$ cat src/rtl/core/bytecode_instruction_decoder_core_macros.svh
// Assertion helpers shared by the decoder core.
// Both sample on the rising clock edge and are off while reset is held.
`ifndef BYTECODE_INSTRUCTION_DECODER_CORE_MACROS_SVH
`define BYTECODE_INSTRUCTION_DECODER_CORE_MACROS_SVH

// A plain property that must hold at every edge.
`define BID_ASSERT(lbl, prop, msg) \
  lbl: assert property (@(posedge clk_i) disable iff (!rst_ni) (prop)) else $error(msg);

// An implication: when the antecedent holds, the consequent holds in the next cycle.
`define BID_ASSERT_NEXT(lbl, ante, cons, msg) \
  lbl: assert property (@(posedge clk_i) disable iff (!rst_ni) (ante) |=> (cons)) \
    else $error(msg);

`endif

$ cat src/rtl/core/bid_pkg.sv
package bid_pkg;

  // Opcode map limits and the two opcodes with special meaning.
  localparam logic [7:0] OpcodeCount = 8'd60;
  localparam logic [7:0] OpcConst    = 8'd8;
  localparam logic [7:0] OpcJump     = 8'd10;

  // Result status codes.
  typedef enum logic [1:0] {
    StOk      = 2'd0,
    StBadOp   = 2'd1,
    StPastEnd = 2'd2
  } bid_status_e;

  // One decoded result.
  typedef struct packed {
    logic [7:0]         opcode;
    logic signed [31:0] imm_value;
    logic signed [15:0] depth_before;
    logic [19:0]        instr_index;
    bid_status_e        status;
    logic               final_res;
  } bid_result_t;

  // Number of immediate bytes that follow an opcode.
  function automatic logic [2:0] imm_len(input logic [7:0] opc);
    logic [2:0] len;
    case (opc) inside
      8'd3, 8'd4, 8'd8, 8'd9, [8'd11:8'd26], 8'd34: len = 3'd4;
      8'd33:                                        len = 3'd1;
      default:                                      len = 3'd0;
    endcase
    return len;
  endfunction

  // Operand stack change in bytes caused by an opcode.
  function automatic logic signed [3:0] stack_delta(input logic [7:0] opc);
    logic signed [3:0] d;
    case (opc) inside
      8'd6, 8'd8, 8'd9:                               d = 4'sd4;
      8'd4, 8'd7, 8'd10, 8'd33, [8'd38:8'd48],
      [8'd50:8'd52], [8'd54:8'd57]:                   d = -4'sd4;
      [8'd11:8'd26], [8'd30:8'd32], 8'd34:            d = -4'sd8;
      default:                                        d = 4'sd0;
    endcase
    return d;
  endfunction

endpackage

$ cat src/rtl/core/bytecode_instruction_decoder_core.sv
// Stack-machine bytecode decoder core.
// The code segment enters one byte per request on the s_axis channel. Each
// finished instruction, and each error, leaves as one request on m_axis:
// tdata carries opcode, immediate, depth before and instruction index,
// tuser the status, and tlast is set on the last instruction or an error.
// The cfg port writes instruction_total (index 0) and code_bytes (index 1);
// the user must write them only while the stream is idle; the block does not enforce this.
// Throughput is one code byte per cycle while m_axis takes its results; the
// input register, the decode logic and the result register form a two-stage
// path, and a result is held in the result register once its last byte leaves decode.
// A stalled m_axis holds its result; the decode stage then stops and the
// input register takes at most one more byte before s_axis_tready_o drops.
// Reset clears all decoder state and the valid flags of both registers,
// so nothing is decoded until instruction_total is written. After an
// error every byte is dropped until the next reset.
module bytecode_instruction_decoder_core (
  input  logic        clk_i,
  input  logic        rst_ni,
  input  logic        cfg_we_i,
  input  logic        cfg_idx_i,
  input  logic [23:0] cfg_data_i,
  input  logic        s_axis_tvalid_i,
  output logic        s_axis_tready_o,
  input  logic [7:0]  s_axis_tdata_i,  // [7:0] code_byte
  output logic        m_axis_tvalid_o,
  input  logic        m_axis_tready_i,
  // [7:0] opcode, [39:8] imm_value, [55:40] depth_before, [75:56] instr_index, [79:76] zero
  output logic [79:0] m_axis_tdata_o,
  output logic [1:0]  m_axis_tuser_o,  // [1:0] status
  output logic        m_axis_tlast_o
);
  import bid_pkg::*;

  logic        in_valid;
  logic [7:0]  in_byte;
  logic        adv;
  logic        res_valid;
  bid_result_t res;
  bid_result_t out_res;

  bid_in_reg u_in_reg (
    .clk_i   (clk_i),
    .rst_ni  (rst_ni),
    .valid_i (s_axis_tvalid_i),
    .ready_o (s_axis_tready_o),
    .byte_i  (s_axis_tdata_i),
    .adv_i   (adv),
    .valid_o (in_valid),
    .byte_o  (in_byte)
  );

  bid_decode u_decode (
    .clk_i       (clk_i),
    .rst_ni      (rst_ni),
    .cfg_we_i    (cfg_we_i),
    .cfg_idx_i   (cfg_idx_i),
    .cfg_data_i  (cfg_data_i),
    .valid_i     (in_valid),
    .byte_i      (in_byte),
    .adv_i       (adv),
    .res_valid_o (res_valid),
    .res_o       (res)
  );

  bid_out_reg u_out_reg (
    .clk_i       (clk_i),
    .rst_ni      (rst_ni),
    .in_valid_i  (in_valid),
    .res_valid_i (res_valid),
    .res_i       (res),
    .ready_i     (m_axis_tready_i),
    .adv_o       (adv),
    .valid_o     (m_axis_tvalid_o),
    .res_o       (out_res)
  );

  // Pack the result onto the stream.
  assign m_axis_tdata_o = {4'd0, out_res.instr_index, out_res.depth_before,
                           out_res.imm_value, out_res.opcode};
  assign m_axis_tuser_o = out_res.status;
  assign m_axis_tlast_o = out_res.final_res;

endmodule

$ cat src/rtl/core/bid_in_reg.sv
module bid_in_reg (
  input  logic       clk_i,
  input  logic       rst_ni,
  input  logic       valid_i,
  output logic       ready_o,
  input  logic [7:0] byte_i,
  input  logic       adv_i,
  output logic       valid_o,
  output logic [7:0] byte_o
);

  logic       valid_q, valid_d;
  logic [7:0] byte_q;

  // The register frees up whenever its request moves on to decode.
  assign ready_o = !valid_q || adv_i;

  always_comb begin
    valid_d = valid_q;
    if (ready_o) begin
      valid_d = valid_i;
    end
  end

  always_ff @(posedge clk_i or negedge rst_ni) begin
    if (!rst_ni) begin
      valid_q <= 1'b0;
    end else begin
      valid_q <= valid_d;
    end
  end

  always_ff @(posedge clk_i) begin
    if (ready_o && valid_i) begin
      byte_q <= byte_i;
    end
  end

  assign valid_o = valid_q;
  assign byte_o  = byte_q;

endmodule

$ cat src/rtl/core/bid_decode.sv
`include "bytecode_instruction_decoder_core_macros.svh"

module bid_decode (
  input  logic                 clk_i,
  input  logic                 rst_ni,
  input  logic                 cfg_we_i,
  input  logic                 cfg_idx_i,
  input  logic [23:0]          cfg_data_i,
  input  logic                 valid_i,
  input  logic [7:0]           byte_i,
  input  logic                 adv_i,
  output logic                 res_valid_o,
  output bid_pkg::bid_result_t res_o
);
  import bid_pkg::*;

  localparam logic CfgTotal = 1'b0;
  localparam logic CfgCode  = 1'b1;

  logic [19:0]        total_q;
  logic [23:0]        code_q;
  logic [2:0]         left_q, left_d;
  logic [7:0]         cur_op_q, cur_op_d;
  logic [31:0]        accum_q, accum_d;
  logic [7:0]         prev_op_q, prev_op_d;
  logic [31:0]        prev_val_q, prev_val_d;
  logic signed [15:0] depth_q, depth_d;
  logic [19:0]        count_q, count_d;
  logic [23:0]        offset_q, offset_d;
  logic               halted_q, halted_d;

  logic               done;
  logic [7:0]         done_op;
  logic [31:0]        done_val;
  logic [2:0]         len;
  logic [1:0]         pos;
  logic [25:0]        end_pos;
  logic signed [16:0] depth_sum;

  // Configuration registers.
  always_ff @(posedge clk_i or negedge rst_ni) begin
    if (!rst_ni) begin
      total_q <= '0;
      code_q  <= '0;
    end else if (cfg_we_i) begin
      case (cfg_idx_i)
        CfgTotal: total_q <= cfg_data_i[19:0];
        CfgCode:  code_q  <= cfg_data_i;
        default:  ;
      endcase
    end
  end

  // Decode of the byte held in the input register.
  always_comb begin
    left_d      = left_q;
    cur_op_d    = cur_op_q;
    accum_d     = accum_q;
    prev_op_d   = prev_op_q;
    prev_val_d  = prev_val_q;
    depth_d     = depth_q;
    count_d     = count_q;
    offset_d    = offset_q;
    halted_d    = halted_q;
    done        = 1'b0;
    done_op     = byte_i;
    done_val    = '0;
    res_valid_o = 1'b0;
    len         = imm_len(left_q != 3'd0 ? cur_op_q : byte_i);
    pos         = 2'(len - left_q);
    end_pos     = {2'b00, offset_q} + 26'd1 + {23'd0, len};
    depth_sum   = '0;

    res_o.opcode       = byte_i;
    res_o.imm_value    = '0;
    res_o.depth_before = depth_q;
    res_o.instr_index  = count_q;
    res_o.status       = StOk;
    res_o.final_res    = 1'b1;

    if (valid_i && !halted_q) begin
      if (left_q != 3'd0) begin
        // Gather one little-endian immediate byte.
        accum_d  = accum_q | ({24'd0, byte_i} << {pos, 3'b000});
        left_d   = left_q - 3'd1;
        offset_d = offset_q + 24'd1;
        if (left_q == 3'd1) begin
          done     = 1'b1;
          done_op  = cur_op_q;
          done_val = accum_d;
        end
      end else if (count_q < total_q) begin
        // Opcode position: check the opcode and the code bound.
        if (byte_i >= OpcodeCount) begin
          res_valid_o  = 1'b1;
          res_o.status = StBadOp;
          halted_d     = 1'b1;
        end else if (end_pos > {2'b00, code_q}) begin
          res_valid_o  = 1'b1;
          res_o.status = StPastEnd;
          halted_d     = 1'b1;
        end else begin
          offset_d = offset_q + 24'd1;
          if (len == 3'd0) begin
            done = 1'b1;
          end else begin
            cur_op_d = byte_i;
            accum_d  = '0;
            left_d   = len;
          end
        end
      end
    end

    // A finished instruction updates depth, history and count.
    if (done) begin
      if (done_op == OpcJump && prev_op_q == OpcConst) begin
        done_val = prev_val_q;
      end
      depth_sum = {depth_q[15], depth_q} + 17'(stack_delta(done_op));
      if (depth_sum > 17'sd32767) begin
        depth_d = 16'sh7fff;
      end else if (depth_sum < -17'sd32768) begin
        depth_d = 16'sh8000;
      end else begin
        depth_d = depth_sum[15:0];
      end
      prev_op_d       = done_op;
      prev_val_d      = done_val;
      count_d         = count_q + 20'd1;
      res_valid_o     = 1'b1;
      res_o.opcode    = done_op;
      res_o.imm_value = done_val;
      res_o.final_res = count_d >= total_q;
    end
  end

  // Decoder state commits only when the request moves to the result register.
  always_ff @(posedge clk_i or negedge rst_ni) begin
    if (!rst_ni) begin
      left_q     <= '0;
      cur_op_q   <= '0;
      accum_q    <= '0;
      prev_op_q  <= '0;
      prev_val_q <= '0;
      depth_q    <= '0;
      count_q    <= '0;
      offset_q   <= '0;
      halted_q   <= 1'b0;
    end else if (adv_i) begin
      left_q     <= left_d;
      cur_op_q   <= cur_op_d;
      accum_q    <= accum_d;
      prev_op_q  <= prev_op_d;
      prev_val_q <= prev_val_d;
      depth_q    <= depth_d;
      count_q    <= count_d;
      offset_q   <= offset_d;
      halted_q   <= halted_d;
    end
  end

  // Checks on the decoder state.
  `BID_ASSERT(a_halt_quiet, !(halted_q && res_valid_o), "result produced while halted")
  `BID_ASSERT(a_left_range, left_q <= 3'd4, "immediate byte count out of range")
  `BID_ASSERT(a_err_final, !(res_valid_o && res_o.status != StOk) || halted_d, "error without halt")
  `BID_ASSERT_NEXT(a_count_step, adv_i && res_valid_o && res_o.status == StOk,
    count_q == 20'($past(count_q) + 20'd1), "instruction count did not advance")

endmodule

$ cat src/rtl/core/bid_out_reg.sv
module bid_out_reg (
  input  logic                 clk_i,
  input  logic                 rst_ni,
  input  logic                 in_valid_i,
  input  logic                 res_valid_i,
  input  bid_pkg::bid_result_t res_i,
  input  logic                 ready_i,
  output logic                 adv_o,
  output logic                 valid_o,
  output bid_pkg::bid_result_t res_o
);
  import bid_pkg::*;

  logic        valid_q, valid_d;
  bid_result_t res_q;

  // Decode may advance when the result slot is empty or being taken.
  assign adv_o = in_valid_i && (!valid_q || ready_i);

  always_comb begin
    valid_d = valid_q;
    if (adv_o) begin
      valid_d = res_valid_i;
    end else if (ready_i) begin
      valid_d = 1'b0;
    end
  end

  always_ff @(posedge clk_i or negedge rst_ni) begin
    if (!rst_ni) begin
      valid_q <= 1'b0;
    end else begin
      valid_q <= valid_d;
    end
  end

  always_ff @(posedge clk_i) begin
    if (adv_o && res_valid_i) begin
      res_q <= res_i;
    end
  end

  assign valid_o = valid_q;
  assign res_o   = res_q;

endmodule
$ cat config.mk
export PLATFORM = sky130hd
export DESIGN_NAME = bytecode_instruction_decoder_core
export DESIGN_NICKNAME = d
export VERILOG_FILES = /design/src/rtl/core/bid_pkg.sv /design/src/rtl/core/bytecode_instruction_decoder_core.sv /design/src/rtl/core/bid_in_reg.sv /design/src/rtl/core/bid_decode.sv /design/src/rtl/core/bid_out_reg.sv
export VERILOG_INCLUDE_DIRS = /design/src /design/src/rtl/core
export SDC_FILE = /design/constraint.sdc
export NUM_CORES = 1
export LEC_CHECK = 0
export ABC_AREA = 1
export BUFFER_PORTS_ARGS = -buffer_cell sky130_fd_sc_hd__buf_2
export CORE_ASPECT_RATIO = 1.1
export CORE_MARGIN = 2
export CORE_UTILIZATION = 55
export CTS_CLUSTER_SIZE = 40
export DETAILED_ROUTE_END_ITERATION = 10
export PLACE_DENSITY = 0.82
export SYNTH_ARGS = -nofsm -noshare
export SYNTH_HDL_FRONTEND = slang
export SYNTH_SLANG_ARGS = --single-unit
$ cat constraint.sdc
create_clock -name clk_i -period 6.05 [get_ports clk_i]
set_input_delay 1.815 -clock clk_i [delete_from_list [all_inputs] [get_ports clk_i]]
set_output_delay 1.815 -clock clk_i [all_outputs]
set_load 0.01 [all_outputs]
Word-level counts from Yosys, hierarchy flattened
Cells that the tools add are included.
W data, S select, Z words.
{"block": "classes", "muxes": 50, "bitwise_logic": 8, "n_shift": 1, "addsub": 7, "eq_ne": 19, "n_reduce_logical": 34, "magnitude_cmp": 18}
{"op": "$mux W32", "count": 9}
{"op": "$mux W24", "count": 4}
{"op": "$eq A8 B4 Y1 const B", "count": 6}
{"op": "$mux W40", "count": 1}
{"op": "$eq A8 B3 Y1 const B", "count": 4}
{"op": "$eq A8 B6 Y1 const B", "count": 4}
{"op": "$ge A8 B6 Y1 const B", "count": 4}
{"op": "$le A8 B6 Y1 const B", "count": 4}
{"op": "$mux W16", "count": 2}
{"op": "$mux W8", "count": 4}
{"op": "$or A32 B32 Y32", "count": 1}
{"op": "$shl A8 B5 Y32", "count": 1}
{"op": "$add A25 B3 Y26", "count": 1}
{"op": "$gt A26 B24 Y1", "count": 1}
{"op": "$add A24 B1 Y25 const B", "count": 1}
{"op": "$add A24 B1 Y24 const B", "count": 1}
{"op": "$add A20 B1 Y20 const B", "count": 1}
{"op": "$ge A20 B20 Y1", "count": 1}
{"op": "$lt A20 B20 Y1", "count": 1}
{"op": "$mux W1", "count": 19}
{"op": "$mux W3", "count": 6}
{"op": "$add A16 B4 Y17", "count": 1}
{"op": "$gt A17 B16 Y1 const B", "count": 1}
{"op": "$lt A17 B16 Y1 const B", "count": 1}
{"op": "25 further kinds", "count": 58}
{"block": "totals", "register_bits": 277, "word_cells": 158, "out_inout_bits": 85, "inputBits": 38}

Depth between registers and ports, before layout
Gate-level depths: netlist (run 1).
{"block": "depth", "word_depth": 18, "depth_mapped": 38, "ltp_nobuf": 35}

By module
Synthesis (run 1) repeated with hierarchy kept, for this count alone.
{"block": "hier_totals", "cells_unflattened": 1884, "hier_area_um2": 15652.5}
{"mod": "bid_decode", "area_each_um2": 12897.4, "seq_area_each_um2": 4679.5, "instances": 1, "cells_per_inst": 1777}
{"mod": "bid_out_reg", "area_each_um2": 2436.1, "seq_area_each_um2": 2397.3, "instances": 1, "cells_per_inst": 88}
{"mod": "bid_in_reg", "area_each_um2": 285.3, "seq_area_each_um2": 265.3, "instances": 1, "cells_per_inst": 14}
{"mod": "bytecode_instruction_decoder_core", "area_each_um2": 33.8, "seq_area_each_um2": 0.0, "instances": 1, "cells_per_inst": 5}

Worst setup path after synthesis (run 1)
Ideal clock, no wire load.
{"block": "synth_timing", "kind": "register to register", "from": "register u_decode.left_q[1]", "to": "register u_out_reg.res_q, in the netlist u_out_reg.res_o[0] (enable)", "setup_ps": 439, "synth_period_minus_slack_ps": 6292, "n_path_buf": 3, "stages_incl_launch_ff": 33, "arrival_ps": 5853, "setup_slack_ps": -242, "required_ps": 5611, "cell_sequence": "dfrtp_1 > nor2_4 > nand2_4 > buf_6 > nand2_2 > nand2_2 > a21oi_1 > nor2_1 > nand2_1 > nand3_1 > ha_1 > nand2_1 > o21ai_0 > nand3_1 > nor2_1 > nand2_1 > xor2_1 > ha_1 > a21oi_1 > o21ai_0 > a21oi_1 > nand2_1 > nand2_1 > nand2_1 > nand2_1 > nand2_1 > nor2_1 > nand2_2 > nand2_4 > nand2_2 > buf_4 > buf_6 > nand2_1"}
{"block": "synth_between", "elab_chain_len": 15, "word_cells_on_any_way": 32, "classes_between": "1 x add/sub; 3 x order compare; 7 x eq/ne; 16 x mux; 5 x reduce/logical"}
{"element": "from (decl)", "line_no": "bid_decode.sv:22", "text": "logic [2:0] left_q, left_d;"}
{"element": "from (signal assigned)", "line_no": "bid_decode.sv:151", "text": "left_q <= left_d;"}
{"element": "$reduce_bool A3 Y1", "line_no": "bid_decode.sv:69, bid_decode.sv:82"}
{"element": "$mux W8", "line_no": "bid_decode.sv:69", "text": "len = imm_len(left_q != 3'd0 ? cur_op_q : byte_i);"}
{"element": "$ge A8 B4 Y1 (not written as such) / $le A8 B5 Y1 (equally long branches)", "line_no": "bid_decode.sv:69"}
{"element": "$logic_and A1 B1 Y1 (not written as such)", "line_no": "bid_decode.sv:69"}
{"element": "$reduce_or A6 Y1", "line_no": "bid_pkg.sv:28", "text": "case (opc) inside"}
{"element": "$mux W3", "line_no": "bid_pkg.sv:28"}
{"element": "$add A25 B3 Y26 / $logic_not A3 Y1 (equally long branches)", "line_no": "bid_decode.sv:71, bid_decode.sv:104"}
{"element": "$gt A26 B24 Y1 / $mux W1 (equally long branches)", "line_no": "bid_decode.sv:98, bid_decode.sv:104"}
{"element": "$mux W1", "line_no": "bid_decode.sv:98", "text": "end else if (end_pos > {2'b00, code_q}) begin"}
{"element": "$mux W1", "line_no": "bid_decode.sv:94", "text": "if (byte_i >= OpcodeCount) begin"}
{"element": "$mux W1", "line_no": "bid_decode.sv:92", "text": "end else if (count_q < total_q) begin"}
{"element": "$mux W1", "line_no": "bid_decode.sv:82", "text": "if (left_q != 3'd0) begin"}
{"element": "$mux W1", "line_no": "bid_decode.sv:81", "text": "if (valid_i && !halted_q) begin"}
{"element": "$mux W1 (*)", "line_no": "bid_decode.sv:116", "text": "if (done) begin"}
{"element": "$logic_and A1 B1 Y1 (*)", "line_no": "bid_out_reg.sv:38", "text": "if (adv_o && res_valid_i) begin"}
{"element": "to (signal assigned)", "line_no": "bid_out_reg.sv:39", "text": "res_q <= res_i;"}
{"element": "to (decl)", "line_no": "bid_out_reg.sv:15", "text": "bid_result_t res_q;"}
Every way passes the cells marked *; elsewhere a longest branch is shown, timed or not.
A chain may end at the register's enable or synchronous reset.

Final worst setup path (run 1)
{"block": "layout_timing", "from": "register u_decode.left_q[1]", "to": "register u_out_reg.res_q, in the netlist u_out_reg.res_o[6] (enable)"}
Same word-level chain as after synthesis.

==> summary.md, run 1 <==
| Metric | Value |
|---|---|
| Clock Path Buffers | 3 |
| Largest net degree at the start of global routing | ~140 |
| CP delay by family, top | simple AND/OR/NAND/NOR gates |
| Fmax | 0.183 GHz |
| CTS H-tree depth | 1 |
| Rel. slew slack | 0.174 |
| Critical Path Fanout Max | 33 |
| Port buffer count | roughly 120 |
| Worst-case reg-to-reg path depth | 30 |
| CTS Hold Bufs | 0 |
| Vias in the first global route | between 10k and 15k |
| Initial antenna violation count | 1 |
| Worst skew pair latency | 560 ps |
| Hold Crit Depth | 2 |
| Stages on the worst setup path | 30 |
| Drt first pass iters | 5 |
| Slowest CP cell | dfrtp_1 |
| Number of DRC markers in iteration 0 | between 1k and 1.5k |
| Final clock skew | roughly 20 ps |
| RSZ-0062 raised after global routing | false |
| Vias per cell | 5.37 |
| Die W | around 160 microns |
| CTS Sinks | about 280 |
| MaxCap Viol Count | 0 |
| CTS Root Cell | clkbuf_16 |
| Synth Cell Area | 15,400 sq um |
| Reg2reg end | u_out_reg.res_o[6]$_DFFE_PP_ |
| Overall power | 4070 uW |
| Worst Path Required | ~6300 ps |
| Clk slew on worst S/H paths | 70 ps |
| Synth cell count leaders | nand2_1 (439), inv_1 (253), dfrtp_1 (189) |
| Leak | 0.00854 uW |
| # DRC | 0 |
| Critical Path Source Type | flop |
| Async SR Flop Fraction | 0.687 |
| Fill cells | 2,281 |
| Most frequent cell after synthesis | nand2_1 |
| Hold path endpoint | u_decode.accum_q[5]$_DFFE_PN0P_ |
| Ant. Diodes | 0 |
| Count of cell types in the netlist | between 40 and 50 |
| Slew @ Worst Pin | between 1000 and 1500 ps |
| Critical path endpoint category | flop |
| Setup TNS | 0 ps |
| Share of post-route cells with drive strength above 1 | 0.143 |
| CP most frequent cell | nand2_1 |
| Final WL | about 35,000 microns |
| Final worst path period share | 0.902 |
| Post-Syn Instances | around 1.8k |
| Initial core utilization | 0.556 |
| DIE AREA | a little under 30,000 sq um |
| Kind of critical path | flop to flop |
| Hold Startpoint | u_decode.accum_q[5]$_DFFE_PN0P_ |
| Syn avg cell area | about 8.4 sq um |
| Status | finished, final reports clean |
| Top cells by area, synth | dfrtp_1 (31%), edfxtp_1 (17%), nand2_1 (11%), ha_1 (6.9%), inv_1 (6.2%) |
| Fin nets | about 2k |
| Number of synthesized flops with an enable pin | 86 |
| Setup slack, reg-to-reg | 590 ps |
| Core Region | 27,600 sq um |
| Area growth syn-to-layout | 11.7% |
| Fin. max-slew vios | 0 |
| Final setup fails | 0 |
| Sequential share of the synthesized area | 0.476 |
| Routability congestion estimate | between 0.9 and 1 |
| DR WL/cell | roughly 15 microns |
| Row count | between 60 and 70 |
| I/O pin count | 123 |
| Pwr Density | between 200 and 250 nW/um^2 |
| GR Util All Layers | 0.240 |
| Fin Hold WS | 475 ps |
| Global route total overflow | 0 |
| VDD IR max | 0.245 mV |
| Top_reg_cell synth | dfrtp_1 |
| Worst path bufs/invs | 4 |
| DRT antenna net count | 0 |
| CTS tree | yes |
| Seq cells post-synth | 275 |
| Vias | about 12k |
| Slowest stage delay, CP | around 430 ps |
| Synth Warn # | 0 |
| Most area-hungry cell type in the Yosys netlist | dfrtp_1 |
| Hold Path Class | flop to flop |
| Final Hold Viols | 0 |
| Tmin final | 5460 ps |
| First-pass GRT wire length | around 57,000 microns |
| Yosys top cell area share | 0.308 |
| Post-DP HPWL | roughly 24,000 microns |
| Arr. time, crit path | around 5700 ps |
| CTS Buf Count | 29 |
| FF-to-FF Start | u_decode.left_q[1]$_DFFE_PN0P_ |
| Vert. Die Dim | 179 microns |
| Setup crit start | u_decode.left_q[1]$_DFFE_PN0P_ |
worst max-delay path by stage:
stage,end,slack (ps)
5_1_grt,u_out_reg.res_o[7]$_DFFE_PP_,50
3_5_place_dp,u_decode.prev_val_q[0]$_DFFE_PN0P_,320
3_3_place_gp,u_decode.prev_val_q[21]$_DFFE_PN0P_,510
2_1_floorplan,u_out_reg.res_o[0]$_SDFFCE_PP1P_,520
6_report,u_out_reg.res_o[6]$_DFFE_PP_,590
4_1_cts,u_decode.prev_val_q[15]$_DFFE_PN0P_,240
sequential cells by signal, summed over array words and instances (netlist names), 15 cells and up:
register / count
u_decode.offset_q: 24
u_decode.count_q: 20
u_out_reg.res_o: 78
u_decode.prev_val_q: 32
u_decode.accum_q: 32
u_decode.total_q: 20
u_decode.depth_q: 15
u_decode.code_q: 24
cell families (layout without fill, tap and decap cells):
kind of cell | Yosys count | after routing | share of synthesized area
AND/OR/NAND/NOR | 756 | 756 | 0.206
AO/OA/AOI/OAI | 290 | 290 | 0.114
buffers and inverters | 343 | 457 | 0.0943
flip-flops | 275 | 275 | 0.476
adder cells (fa/ha/maj) | 86 | 86 | 0.0705
XOR/XNOR | 68 | 68 | 0.0388
other | 1 | 4 | 0.000244
layer usage:
layer,global-route usage,up-vias,routed length (microns)
met5,0,-,13
met4,0.0771,2,962
li1,-,6064,-
met2,0.400,427,16900
met3,0.0368,78,2230
met1,0.322,5774,15200
power by group:
group	switching [uW]	internal, uW	total (uW)	leakage (uW)
clock	763	1050	1810	0.000471
combinational	184	92.7	276	0.00464
sequential	30.4	1950	1980	0.00343
total	977	3090	4070	0.00854
worst register-to-register path: cells and delay by family (launching register included):
family,cells,cell delay [ps]
XOR/XNOR,1,160
buffers and inverters,4,680
adder cells (fa/ha/maj),3,710
AND/OR/NAND/NOR,22,3130
flip-flops,1,430
cell type report:
| type | instances | area, sq um | share of cell area |
|---|---|---|---|
| clock buffers | 37 | 776 | 0.0452 |
| inverters | 272 | 1020 | 0.0596 |
| flip-flops and latches | 275 | 7310 | 0.426 |
| multi-input cells | 1204 | 6650 | 0.387 |
| repair buffers | 131 | 761 | 0.0443 |
| clock inverters | 17 | 190 | 0.0111 |
| well taps | 363 | 454 | 0.0265 |
metrics by stage:
step	util	cells	instance area, sq um	worst slack, ps
final	0.621	2299	17200	592
after CTS	0.619	2298	17100	240
after floorplan	-	1822	15400	523
after global placement	0.584	2244	16100	509
after detailed placement	0.584	2244	16100	316
after global routing	0.621	2299	17200	45.8
cell usage in the layout, fill, tap and decap left out, drive strengths merged, types with 4 or more instances in the layout:
cell type,instances
nand2,446
inv,278
dfrtp,189
o21ai,186
nor2,154
buf,130
nand3,103
edfxtp,86
ha,85
xor2,59
a21oi,55
clkbuf,38
a31oi,24
nor3,23
nand4,17
xnor2,9
a31o,8
nor4,6
clkinv,6
conb,4
timing repair:
action	in CTS	in global routing
buffers inserted	0	0
setup endpoints to repair	0	217
gates resized for setup	0	6
No activity file was read; power rests on OpenSTA's default activity.
==> inputs of run 2 (changes only) <==
clock period = 4.4 ns   (was 6.05 ns; I/O delays follow)
==> summary.md, run 2 (synthesized netlist as in run 1, its figures left out) <==
| Metric | Value |
|---|---|
| I/O pin count | 123 (unchanged) |
| Vias in the first global route | 13.0k (+11%) |
| Initial core utilization | 0.556 (unchanged) |
| Switching Fraction | 0.239 (-0.00153) |
| Max FFs per register | 78 (unchanged) |
| Status | finished with violations |
| Clk slew on worst S/H paths | 60 ps (about the same) |
| Final WL | 41,200 microns (+17%) |
| Final Hold Viols | 0 (unchanged) |
| Vias per cell | 5.58 (+4.0%) |
| Critical Path Source Type | flop |
| Final clock skew | 16.3 ps (-3.94 ps) |
| First-pass GRT wire length | 63,900 microns (+12%) |
| Failing checks | setup timing |
| Post-route setup slack | -372 ps (-964 ps) |
| Core Region | 27,600 sq um (unchanged) |
| DRT antenna net count | 0 (unchanged) |
| RSZ-0062 raised after global routing | true |
| Placement Setup Slack | -238 ps (-554 ps) |
| Area growth syn-to-layout | 22.1% |
| CTS Root Cell | clkbuf_16 |
| Commonest non-fill, non-tap cell in the layout | nand2_1 |
| Fmax | 0.210 GHz (+14%) |
| Fin area | 18,800 sq um (+9.3%) |
| Drt first pass iters | 5 (unchanged) |
| Kind of critical path | flop to flop |
| GR Util All Layers | 0.271 (+0.0315) |
| Critical Path Fanout Max | 11 (-67%) |
| Share of post-route cells with drive strength above 1 | 0.227 (+0.0843) |
| Clock Power Share | 0.437 (-0.008) |
| DR WL/cell | 17.2 microns (+12%) |
| Clock Path Buffers | 3 (unchanged) |
| Hold Path Class | flop to flop |
| Worst path bufs/invs | 6 (+2) |
| Vias | 13.4k (+8.3%) |
| Slowest CP cell | dfrtp_1 |
| Initial antenna violation count | 0 (-1) |
| Fin util | 0.679 (+0.0579) |
| Most frequent cells in the layout | nand2_1 (379), inv_1 (248), dfrtp_1 (189) |
| Slew @ Worst Pin | 1400 ps (+161 ps) |
| Final setup fails | 253 (+253) |
| Leak | 0.00929 uW (+8.9%) |
| Fin. max-slew vios | 0 (unchanged) |
| Vert. Die Dim | 179 microns (unchanged) |
| CP delay by family, top | simple AND/OR/NAND/NOR gates |
| MaxCap Viol Count | 0 (unchanged) |
| CTS tree | yes |
| CTS Buf Count | 28 (-3.4%) |
| Fin nets | 2,135 (+4.8%) |
| Slowest stage delay, CP | 410 ps (-20 ps) |
| CTS H-tree depth | 1 (unchanged) |
| Comb power frac | 0.079 (+0.011) |
| Tmin final | 4770 ps (-686 ps) |
| Setup TNS | -71,870 ps (-71,870 ps) |
| Routability congestion estimate | 0.893 (-5.0%) |
| Rel. slew slack | 0.0659 (-0.108) |
| Arr. time, crit path | 5240 ps (-450 ps) |
| Ant. Diodes | 0 (unchanged) |
| Worst skew pair latency | 550 ps (about the same) |
| Number of DRC markers in iteration 0 | 1,145 (+3.8%) |
| # DRC | 0 (unchanged) |
| CTS Sinks | 275 (unchanged) |
| Global route total overflow | 0 (unchanged) |
| Register share of total power | 0.484 (-0.003) |
| Row count | 64 (unchanged) |
| CTS Hold Bufs | 0 (unchanged) |
| Internal power | 4280 uW (+38%) |
| Die W | 163 microns (unchanged) |
| Final worst path period share | 1.08 (+0.182) |
| Port buffer count | 118 (unchanged) |
| Post-DP HPWL | 26,200 microns (+7.6%) |
| Pwr Density | 299 nW/um^2 (+26%) |
| CP most frequent cell | nand2_1 |
| VDD IR max | 0.256 mV (+4.3%) |
| Psw | 1340 uW (+37%) |
| DIE AREA | 29,300 sq um (unchanged) |
| Worst Path Required | 4870 ps (-1410 ps) |
| Largest net degree at the start of global routing | 79 (-43%) |
| Critical path endpoint category | flop |
| DP Area | 16,700 sq um (+3.7%) |
run 2: cell types whose count changed in the layout (fill, tap and decap cells not counted), moves of 6 or more:
cell,delta
buf_12,+8
buf_16,+8
buf_4,+60
buf_6,+7
buf_8,+8
clkbuf_16,+7
nand2_1,-59
nand2_2,+47
nand2_4,+11
nor2_1,-6
run 2: area by class of cell:
cell class	count	area, sq um
repair buffers	230	2000
clock buffers	34	744
inverters	272	1020
multi-input cells	1204	7040
well taps	363	454
clock inverters	17	188
fillers	1992	8860
flip-flops and latches	275	7310
run 2: per-stage QoR:
stage          hold WS [ps]  cells  power [uW]
3_3_place_gp            449   2299        3150
2_1_floorplan           425   1822        3010
4_1_cts                 476   2383        5600
5_1_grt                 501   2395        5810
6_report                475   2395        5620
3_5_place_dp            462   2299        3170
run 2: worst register-to-register path: cells and delay by family, from the launching register on:
family                     cells  cell delay (ps)
and+or+nand+nor               20             1890
xor gates and xnor gates       1              190
DFF                            1              410
adders and majority gates      2              600
buffers and inverters          6              960
AOI/OAI and AO/OA              5              670
run 2: worst paths after layout:
kind / from / endpoint / slack [ps] / cells past startpoint
max: u_decode.left_q[2]$_DFFE_PN0P_ / u_decode.prev_val_q[2]$_DFFE_PN0P_ / -370 / 34
min: u_decode.accum_q[14]$_DFFE_PN0P_ / u_decode.accum_q[14]$_DFFE_PN0P_ / 470 / 2
max reg2reg: u_decode.left_q[2]$_DFFE_PN0P_ / u_decode.prev_val_q[2]$_DFFE_PN0P_ / -370 / 34
min reg2reg: u_decode.accum_q[14]$_DFFE_PN0P_ / u_decode.accum_q[14]$_DFFE_PN0P_ / 470 / 2
max in group asynchronous: rst_ni / u_decode.prev_val_q[16]$_DFFE_PN0P_ / 2740 / 2
min in group asynchronous: rst_ni / u_decode.offset_q[21]$_DFFE_PN0P_ / 820 / 1
run 2: layer usage:
| layer | up-vias | part of all wire | track usage |
|---|---|---|---|
| met2 | 593 | 0.49 | 0.462 |
| met3 | 139 | 0.064 | 0.0363 |
| met5 | - | 0 | 0 |
| li1 | 6277 | - | - |
| met1 | 6365 | 0.40 | 0.351 |
| met4 | 0 | 0.040 | 0.109 |
run 2: power groups by stage:
| stage | combinational, uW | sequential (uW) | clock [uW] |
|---|---|---|---|
| after floorplan | 249 | 2760 | 0 |
| after global placement | 384 | 2760 | 0 |
| after detailed placement | 402 | 2760 | 0 |
| after CTS | 430 | 2710 | 2460 |
| after global routing | 503 | 2720 | 2590 |
| final | 444 | 2720 | 2460 |
run 2: timing repair:
| item | in CTS | in global routing |
|---|---|---|
| resized for setup | 105 | 32 |
| pin swaps | 21 | 20 |
| buffers inserted | 26 | 4 |
| endpoints found under the hold margin | 0 | 0 |
| setup endpoints to repair | 228 | 256 |
| cloned | 8 | 9 |
